[config.mk]
export PLATFORM = sky130hd
export DESIGN_NAME = zero_cross_burst_fire_two_channel_flat
export DESIGN_NICKNAME = d
export VERILOG_FILES = /design/src/hdl/zcbf_pkg.sv /design/src/hdl/zcbf_ifs.sv /design/src/hdl/zcbf_chan.sv /design/src/hdl/zero_cross_burst_fire_two_channel.sv /design/src/flat_wrapper.sv
export SDC_FILE = /design/constraint.sdc
export NUM_CORES = 1
export LEC_CHECK = 0
export BUFFER_PORTS_ARGS = -buffer_cell sky130_fd_sc_hd__buf_4
export CORE_MARGIN = 2
export CORE_UTILIZATION = 64
export CTS_CLUSTER_SIZE = 16
export DETAILED_ROUTE_END_ITERATION = 6
export PLACE_DENSITY_LB_ADDON = 0.25
export SLEW_MARGIN = 20
export SYNTH_ARGS = -nofsm -noshare
export SYNTH_HDL_FRONTEND = slang
export SYNTH_SLANG_ARGS = --single-unit
[constraint.sdc]
create_clock -name i_clk -period 21.2 [get_ports i_clk]
set_clock_uncertainty 0.2 [all_clocks]
set_input_delay 1.06 -clock i_clk [delete_from_list [all_inputs] [get_ports i_clk]]
set_output_delay 1.06 -clock i_clk [all_outputs]
set_load 0.01 [all_outputs]
[src/hdl/zcbf_pkg.sv]
// Shared constants, types and duty clamp for the zero-cross burst-fire driver.
package zcbf_pkg;

    localparam int FRAC_BITS = 14;
    localparam int DUTY_W    = 16;
    localparam int HB_W      = 32;
    localparam int CNT_W     = 32;
    localparam int STALE_W   = 16;

    // Accumulator holds 0 .. 2.0
    localparam int ACC_W = FRAC_BITS + 2;
    localparam int CMP_W = (ACC_W > DUTY_W) ? ACC_W : DUTY_W;

    localparam logic [CMP_W-1:0] ONE_CMP = CMP_W'(1) << FRAC_BITS;
    localparam logic [ACC_W:0]   ONE_SUM = (ACC_W + 1)'(1) << FRAC_BITS;
    localparam logic [ACC_W:0]   TWO_SUM = (ACC_W + 1)'(2) << FRAC_BITS;

    localparam logic [STALE_W-1:0] STALE_MAX       = '1;
    localparam logic [STALE_W-1:0] STALE_LIMIT_RST = STALE_W'(100);

    typedef struct packed {
        logic step;       // a crossing, real or simulated
        logic force_off;  // heartbeat watchdog tripped
    } t_mod_ctl;

    // Clamp a signed duty command to [0, 1.0]
    function automatic logic [ACC_W-1:0] clamp_duty(input logic signed [DUTY_W-1:0] raw);
        logic [CMP_W-1:0] mag;
        mag = CMP_W'($unsigned(raw));
        if (raw[DUTY_W-1]) begin
            return '0;
        end else if (mag > ONE_CMP) begin
            return ONE_CMP[ACC_W-1:0];
        end else begin
            return mag[ACC_W-1:0];
        end
    endfunction

endpackage

[src/hdl/zcbf_ifs.sv]
// Channel interfaces: event input, result output and configuration write.
interface zcbf_in_if
    import zcbf_pkg::*;
();
    logic                     valid;
    logic                     ready;
    logic                     mode;
    logic                     simulate_crossing;
    logic signed [DUTY_W-1:0] duty_one;
    logic signed [DUTY_W-1:0] duty_two;
    logic [HB_W-1:0]          heartbeat;

    modport source (output valid, mode, simulate_crossing, duty_one, duty_two, heartbeat,
                    input ready);
    modport sink   (input valid, mode, simulate_crossing, duty_one, duty_two, heartbeat,
                    output ready);
endinterface

interface zcbf_out_if
    import zcbf_pkg::*;
();
    logic             valid;
    logic             ready;
    logic             fire_one;
    logic             fire_two;
    logic             alarm;
    logic [CNT_W-1:0] crossing_count;
    logic             frontend_stale;

    modport source (output valid, fire_one, fire_two, alarm, crossing_count, frontend_stale,
                    input ready);
    modport sink   (input valid, fire_one, fire_two, alarm, crossing_count, frontend_stale,
                    output ready);
endinterface

interface zcbf_cfg_if
    import zcbf_pkg::*;
();
    logic               valid;
    logic               ready;
    logic [STALE_W-1:0] data;

    modport source (output valid, data, input ready);
    modport sink   (input valid, data, output ready);
endinterface

[src/hdl/zcbf_chan.sv]
// One relay channel: first-order sigma-delta accumulator with fire decision.
module zcbf_chan
    import zcbf_pkg::*;
(
    input  logic                     i_clk,
    input  logic                     i_rst_n,
    input  t_mod_ctl                 i_ctl,
    input  logic signed [DUTY_W-1:0] i_duty,
    output logic                     o_fire
);

    logic [ACC_W-1:0] r_acc;
    logic [ACC_W-1:0] n_acc;
    logic [ACC_W-1:0] w_duty;
    logic [ACC_W:0]   w_sum;
    logic [ACC_W:0]   w_rem;
    logic             w_fire;

    always_comb begin
        w_duty = i_ctl.force_off ? '0 : clamp_duty(i_duty);
        w_sum  = {1'b0, r_acc} + {1'b0, w_duty};
        w_fire = (w_sum >= ONE_SUM);
        w_rem  = w_fire ? (w_sum - ONE_SUM) : w_sum;
        // cap at 2.0
        n_acc  = (w_rem > TWO_SUM) ? TWO_SUM[ACC_W-1:0] : w_rem[ACC_W-1:0];
    end

    always_ff @(posedge i_clk) begin
        if (!i_rst_n) begin
            r_acc <= '0;
        end else if (i_ctl.step) begin
            r_acc <= n_acc;
        end
    end

    assign o_fire = w_fire;

endmodule

[src/hdl/zero_cross_burst_fire_two_channel.sv]
// Top level of the two-channel zero-cross burst-fire relay driver.
//
// One event item (zero-cross edge or timeout) goes in, one result item comes out.
// An accepted item is held in the input register, then the crossing, watchdog
// and both accumulator updates are worked out combinationally from it and
// land in the output register; a new item is taken every cycle while the
// output is drained. The stale limit is written through the configuration
// channel, which is always ready; write it only while no item is in flight.
module zero_cross_burst_fire_two_channel
    import zcbf_pkg::*;
(
    input  logic       i_clk,
    input  logic       i_rst_n,
    zcbf_in_if.sink    i_in,
    zcbf_out_if.source o_out,
    zcbf_cfg_if.sink   i_cfg
);

    // input register
    logic                     r_in_valid;
    logic                     r_mode;
    logic                     r_sim;
    logic signed [DUTY_W-1:0] r_duty_one;
    logic signed [DUTY_W-1:0] r_duty_two;
    logic [HB_W-1:0]          r_hb;

    // block state
    logic [STALE_W-1:0] r_stale_limit;
    logic [HB_W-1:0]    r_last_hb;
    logic [HB_W-1:0]    n_last_hb;
    logic [STALE_W-1:0] r_stale_count;
    logic [STALE_W-1:0] n_stale_count;
    logic               r_hb_seen;
    logic               n_hb_seen;
    logic [CNT_W-1:0]   r_crossings;
    logic [CNT_W-1:0]   n_crossings;
    logic               r_alarm_flag;
    logic               n_alarm_flag;

    // output register
    logic               r_out_valid;
    logic               r_fire_one;
    logic               r_fire_two;
    logic               r_alarm;
    logic [CNT_W-1:0]   r_count;
    logic               r_stale;

    logic     w_advance;
    logic     w_work;
    logic     w_timeout;
    logic     w_stale;
    logic     w_fire_one;
    logic     w_fire_two;
    t_mod_ctl w_ctl;

    assign w_advance  = !r_out_valid || o_out.ready;
    assign w_work     = r_in_valid && w_advance;
    assign i_in.ready = !r_in_valid || w_advance;
    assign i_cfg.ready = 1'b1;

    always_ff @(posedge i_clk) begin
        if (!i_rst_n) begin
            r_in_valid <= 1'b0;
        end else if (i_in.ready) begin
            r_in_valid <= i_in.valid;
        end
    end

    always_ff @(posedge i_clk) begin
        if (i_in.ready && i_in.valid) begin
            r_mode     <= i_in.mode;
            r_sim      <= i_in.simulate_crossing;
            r_duty_one <= i_in.duty_one;
            r_duty_two <= i_in.duty_two;
            r_hb       <= i_in.heartbeat;
        end
    end

    always_ff @(posedge i_clk) begin
        if (!i_rst_n) begin
            r_stale_limit <= STALE_LIMIT_RST;
        end else if (i_cfg.valid) begin
            r_stale_limit <= i_cfg.data;
        end
    end

    always_comb begin
        w_timeout     = r_mode && !r_sim;
        n_last_hb     = r_last_hb;
        n_stale_count = r_stale_count;
        n_hb_seen     = r_hb_seen;
        n_crossings   = r_crossings;
        n_alarm_flag  = 1'b1;
        if (!w_timeout) begin
            n_crossings  = r_crossings + CNT_W'(1);
            n_alarm_flag = 1'b0;
            if (r_hb != r_last_hb) begin
                n_last_hb     = r_hb;
                n_stale_count = '0;
                n_hb_seen     = 1'b1;
            end else if (r_hb_seen && (r_stale_count != STALE_MAX)) begin
                n_stale_count = r_stale_count + STALE_W'(1);
            end
        end
        w_stale         = !w_timeout && n_hb_seen && (n_stale_count >= r_stale_limit);
        w_ctl.step      = w_work && !w_timeout;
        w_ctl.force_off = w_stale;
    end

    zcbf_chan u_chan_one (
        .i_clk   (i_clk),
        .i_rst_n (i_rst_n),
        .i_ctl   (w_ctl),
        .i_duty  (r_duty_one),
        .o_fire  (w_fire_one)
    );

    zcbf_chan u_chan_two (
        .i_clk   (i_clk),
        .i_rst_n (i_rst_n),
        .i_ctl   (w_ctl),
        .i_duty  (r_duty_two),
        .o_fire  (w_fire_two)
    );

    always_ff @(posedge i_clk) begin
        if (!i_rst_n) begin
            r_last_hb     <= '0;
            r_stale_count <= '0;
            r_hb_seen     <= 1'b0;
            r_crossings   <= '0;
            r_alarm_flag  <= 1'b0;
        end else if (w_work) begin
            r_last_hb     <= n_last_hb;
            r_stale_count <= n_stale_count;
            r_hb_seen     <= n_hb_seen;
            r_crossings   <= n_crossings;
            r_alarm_flag  <= n_alarm_flag;
        end
    end

    always_ff @(posedge i_clk) begin
        if (!i_rst_n) begin
            r_out_valid <= 1'b0;
        end else if (w_advance) begin
            r_out_valid <= r_in_valid;
        end
    end

    always_ff @(posedge i_clk) begin
        if (w_work) begin
            // relays stay off on a real timeout
            r_fire_one <= w_fire_one && !w_timeout;
            r_fire_two <= w_fire_two && !w_timeout;
            r_alarm    <= n_alarm_flag;
            r_count    <= n_crossings;
            r_stale    <= w_stale;
        end
    end

    assign o_out.valid          = r_out_valid;
    assign o_out.fire_one       = r_fire_one;
    assign o_out.fire_two       = r_fire_two;
    assign o_out.alarm          = r_alarm;
    assign o_out.crossing_count = r_count;
    assign o_out.frontend_stale = r_stale;

    // a crossing advances the count by exactly one
    a_cross_inc: assert property (@(posedge i_clk) disable iff (!i_rst_n)
        w_work && !w_timeout |=> r_crossings == $past(r_crossings) + CNT_W'(1))
        else $error("crossing count did not advance by one");

    // a timeout leaves the count alone and raises the alarm flag
    a_timeout_hold: assert property (@(posedge i_clk) disable iff (!i_rst_n)
        w_work && w_timeout |=> $stable(r_crossings) && r_alarm_flag)
        else $error("timeout changed crossing count or missed alarm");

    // the watchdog only trips after a heartbeat change was seen
    a_stale_seen: assert property (@(posedge i_clk) disable iff (!i_rst_n)
        r_out_valid && r_stale |-> r_hb_seen && !r_alarm)
        else $error("stale result without heartbeat seen");

    // a held item is never dropped from the input register
    a_in_hold: assert property (@(posedge i_clk) disable iff (!i_rst_n)
        r_in_valid && !w_advance |=> r_in_valid)
        else $error("input item lost while stalled");

endmodule
[src/flat_wrapper.sv]
// flat-port wrapper written by rule: the top's interface ports become plain ports
module zero_cross_burst_fire_two_channel_flat import zcbf_pkg::*;
  (i_clk, i_rst_n, i_in_valid, i_in_mode, i_in_simulate_crossing, i_in_duty_one, i_in_duty_two, i_in_heartbeat, i_in_ready, o_out_valid, o_out_fire_one, o_out_fire_two, o_out_alarm, o_out_crossing_count, o_out_frontend_stale, o_out_ready, i_cfg_valid, i_cfg_data, i_cfg_ready);
  zcbf_in_if i_in_i ();
  zcbf_out_if o_out_i ();
  zcbf_cfg_if i_cfg_i ();
  input  logic i_clk;
  input  logic i_rst_n;
  input wire logic [$bits(i_in_i.valid)-1:0] i_in_valid;
  input wire logic [$bits(i_in_i.mode)-1:0] i_in_mode;
  input wire logic [$bits(i_in_i.simulate_crossing)-1:0] i_in_simulate_crossing;
  input wire logic [$bits(i_in_i.duty_one)-1:0] i_in_duty_one;
  input wire logic [$bits(i_in_i.duty_two)-1:0] i_in_duty_two;
  input wire logic [$bits(i_in_i.heartbeat)-1:0] i_in_heartbeat;
  output wire logic [$bits(i_in_i.ready)-1:0] i_in_ready;
  output wire logic [$bits(o_out_i.valid)-1:0] o_out_valid;
  output wire logic [$bits(o_out_i.fire_one)-1:0] o_out_fire_one;
  output wire logic [$bits(o_out_i.fire_two)-1:0] o_out_fire_two;
  output wire logic [$bits(o_out_i.alarm)-1:0] o_out_alarm;
  output wire logic [$bits(o_out_i.crossing_count)-1:0] o_out_crossing_count;
  output wire logic [$bits(o_out_i.frontend_stale)-1:0] o_out_frontend_stale;
  input wire logic [$bits(o_out_i.ready)-1:0] o_out_ready;
  input wire logic [$bits(i_cfg_i.valid)-1:0] i_cfg_valid;
  input wire logic [$bits(i_cfg_i.data)-1:0] i_cfg_data;
  output wire logic [$bits(i_cfg_i.ready)-1:0] i_cfg_ready;
  assign i_in_i.valid = i_in_valid;
  assign i_in_i.mode = i_in_mode;
  assign i_in_i.simulate_crossing = i_in_simulate_crossing;
  assign i_in_i.duty_one = i_in_duty_one;
  assign i_in_i.duty_two = i_in_duty_two;
  assign i_in_i.heartbeat = i_in_heartbeat;
  assign i_in_ready = i_in_i.ready;
  assign o_out_valid = o_out_i.valid;
  assign o_out_fire_one = o_out_i.fire_one;
  assign o_out_fire_two = o_out_i.fire_two;
  assign o_out_alarm = o_out_i.alarm;
  assign o_out_crossing_count = o_out_i.crossing_count;
  assign o_out_frontend_stale = o_out_i.frontend_stale;
  assign o_out_i.ready = o_out_ready;
  assign i_cfg_i.valid = i_cfg_valid;
  assign i_cfg_i.data = i_cfg_data;
  assign i_cfg_ready = i_cfg_i.ready;
  zero_cross_burst_fire_two_channel u_core (.i_clk(i_clk), .i_rst_n(i_rst_n), .i_in(i_in_i), .o_out(o_out_i), .i_cfg(i_cfg_i));
endmodule
==> results.ini <==
[outcome]
status=finished, final reports clean

[placement]
hpwlAfterDp_um=17130
pre_cts_slack_ns=13.06
place_area_um2=13080
port_buffers=124
routabilityCongestion=0.9104

[synthesis]
synth.largest_area_cell=edfxtp_1
synth.distinct_cells=75
avgSynthCellArea_um2=10.25
async_flop_share_pct=0
yosysWarnings=0
ys_top_cells_by_count=131 x dfxtp_1, 102 x edfxtp_1, 92 x nand2_1
syn_nets=1311
ys_ff_latch=233
synth_ff_type=dfxtp_1
yosys-top-cells-area=edfxtp_1 26%, dfxtp_1 22%, xnor2_1 5.8%, ha_1 5.6%, mux2i_1 4.1%
yosysTopAreaCellShare_pct=25.58
yosysSeqAreaShare_pct=47.49
synth_edf_count=102
yosysMostFrequentCell=dfxtp_1
syn_area_um2=11970
syn_inst=1168

[detailed_routing]
vias_per_cell=5.772
remaining_drc_errors=0
drtIter0Drc=601
vias=8831
dr.pass1.iters=5
wl_um=24400
final_antenna_net_count=0
routedWlPerCell_um=15.95

[setup_path]
arrival_ns=8.62
cp-start-kind=flop
critical_path.max_stage_delay_ns=0.91
critical_path_class=flop to flop
critPathRequiredTime_ns=21.45
cp_max_fo=16
slowest_stage=a21oi_1
endpoint_kind=flop

[floorplan]
row_count=50
core_area_um2=18520
die_h_um=140.8
die_w_um=140.8
initial_utilization_pct=64.66
boundaryPins=126
dieArea_um2=19820

[clock_tree]
clk_path_buf_depth=3
cts-root-buf=clkbuf_16
cts_tree=built
hold_buffers=0
post-cts-setup-buffers=0
clk_pin_slew_ns=0.06
numCtsBuffers=24
cts.repair.resized=0
clock_latency_ns=0.51
cts_sinks=233
htreeDepth=1

[grt]
met1_usage_pct=33.49
grt-busiest-layer=met2
grt_pass1_vias=8608
grt_usage_pct=24.87
grt_max_degree=103
antenna_found_initial=0
grt_pass1_wl_um=40930
grtUsageMet2_pct=41.95
grt-ovfl-total=0
grt_use_met3_pct=4.416

[sta]
setup_violations=0
fmax_ghz=0.1195
period_share_pct=39.46
finalSetupTns_ns=0
tightest_slew_ns=1.055
rsz0062_at_grt=no
maxSlewViolCount=0
fin_crit_ns=8.366
finalHoldViolCount=0
relSlewSlack_pct=29.67
setup_slack_ns=12.83

[power]
irDropWorstVdd_v=0.00006358
p_comb_share_pct=8.7
p_total_uw=970.1
p_clk_share_pct=40.1
p_per_area_nw_per_um2=70.26
seqPwrFrac_pct=51.2
internal_power_uw=750.7
power.switching_uw=219.4
swShare_pct=22.62
leakage_nw=5.671

[final_layout]
area_growth_pct=15.32
drive_above_1_share_pct=14.43
num-fill-cells=1309
final_cell_area_um2=13810
nNetsFinal=1421
antennaDiodeCount=0

[hold_path]
hold_class=flop to flop

[run]
drv_cap=0

[sequential cells by signal, indices dropped and copies added (netlist names)]
| register | count |
|---|---|
| u_core.r_stale_count | 16 |
| u_core.r_hb | 32 |
| u_core.r_stale_limit | 16 |
| u_core.u_chan_one.r_acc | 16 |
| u_core.u_chan_two.r_acc | 16 |
| u_core.o_out.frontend_stale | 1 |
| u_core.r_in_valid | 1 |
| u_core.r_duty_one | 16 |
| u_core.r_crossings | 32 |
| u_core.o_out.fire_one | 1 |
| u_core.o_out.alarm | 1 |
| u_core.o_out.valid | 1 |
| u_core.r_duty_two | 16 |
| u_core.r_sim | 1 |
| u_core.r_mode | 1 |
| u_core.o_out.crossing_count | 32 |
| u_core.o_out.fire_two | 1 |
| u_core.r_hb_seen | 1 |
| u_core.r_last_hb | 32 |
[power groups by stage]
stage	Combinational [mW]	Clock, mW	Sequential (mW)
3_3_place_gp	0.0827	0	0.505
4_1_cts	0.0850	0.398	0.497
5_1_grt	0.0936	0.415	0.498
3_5_place_dp	0.0843	0	0.506
2_1_floorplan	0.0522	0	0.506
6_report	0.0846	0.389	0.497
[layout by cell type, fill, tap and decap left out, drive strengths merged, types with 19 or more instances in the layout]
cell | synthesis | routed
buf | 4 | 131
dfxtp | 131 | 131
edfxtp | 102 | 102
nand2 | 92 | 92
xnor2 | 79 | 79
nor2 | 59 | 59
nor2b | 56 | 56
ha | 54 | 54
a21oi | 53 | 53
mux2i | 49 | 49
and3 | 43 | 43
xor2 | 41 | 41
and2 | 40 | 40
inv | 36 | 37
o21ai | 36 | 36
clkbuf | 43 | 35
nand3 | 32 | 32
a22o | 22 | 22
nand4 | 21 | 21
a21o | 20 | 20
a21boi | 19 | 19
[layout make-up]
class	instances	area [µm²]	share of cell area [%]
Multi-Input combinational cell	851	5976	43.28
Sequential cell	233	5685	41.18
Timing Repair Buffer	131	983.4	7.123
Clock buffer	35	683.2	4.948
Tap cell	234	292.8	2.121
Inverter	37	138.9	1.006
Clock inverter	9	47.55	0.3444
[per-layer routing]
layer / share of wire, % / vias up
met5: 0 / -
met4: 2.0 / 0
met3: 6.1 / 35
met2: 47 / 248
met1: 45 / 4130
li1: - / 4418
[metrics by stage]
stage / instances / hold slack (ns) / utilization [%]
2_1_floorplan: 1168 / 0.2310 / -
3_3_place_gp: 1486 / 0.2424 / 70.61
3_5_place_dp: 1486 / 0.2488 / 70.61
4_1_cts: 1530 / 0.2596 / 74.56
5_1_grt: 1530 / 0.2902 / 74.56
6_report: 1530 / 0.2599 / 74.56
[critical path: cells and delay by family, from the launching register on]
kind | cells | cell delay [ns]
XOR/XNOR | 1 | 0.37
adder cells (fa/ha/maj) | 5 | 1.34
flip-flops | 1 | 0.35
AND/OR/NAND/NOR | 9 | 2.06
buffers and inverters | 2 | 0.14
AO/OA/AOI/OAI | 13 | 3.82
[worst paths after layout]
kind | from | end | slack [ns] | depth (start not counted)
worst max register to register | u_core.r_stale_count[0] | u_core.u_chan_two.r_acc[6] | 12.83 | 30
worst max-delay path | u_core.r_stale_count[0] | u_core.u_chan_two.r_acc[6] | 12.83 | 30
worst min-delay path | u_core.u_chan_two.r_acc[10] | u_core.u_chan_two.r_acc[10] | 0.26 | 2
worst min register to register | u_core.u_chan_two.r_acc[10] | u_core.u_chan_two.r_acc[10] | 0.26 | 2
[cell families after synthesis]
logic type | share of synthesized area (%)
fa+ha+maj | 5.978
buf+inv | 2.706
compound gates | 12.29
xor+xnor | 8.778
flops | 47.49
mux | 4.191
other cells | 0.03132
simple gates | 18.54
Power figures use the tool's default switching activity.
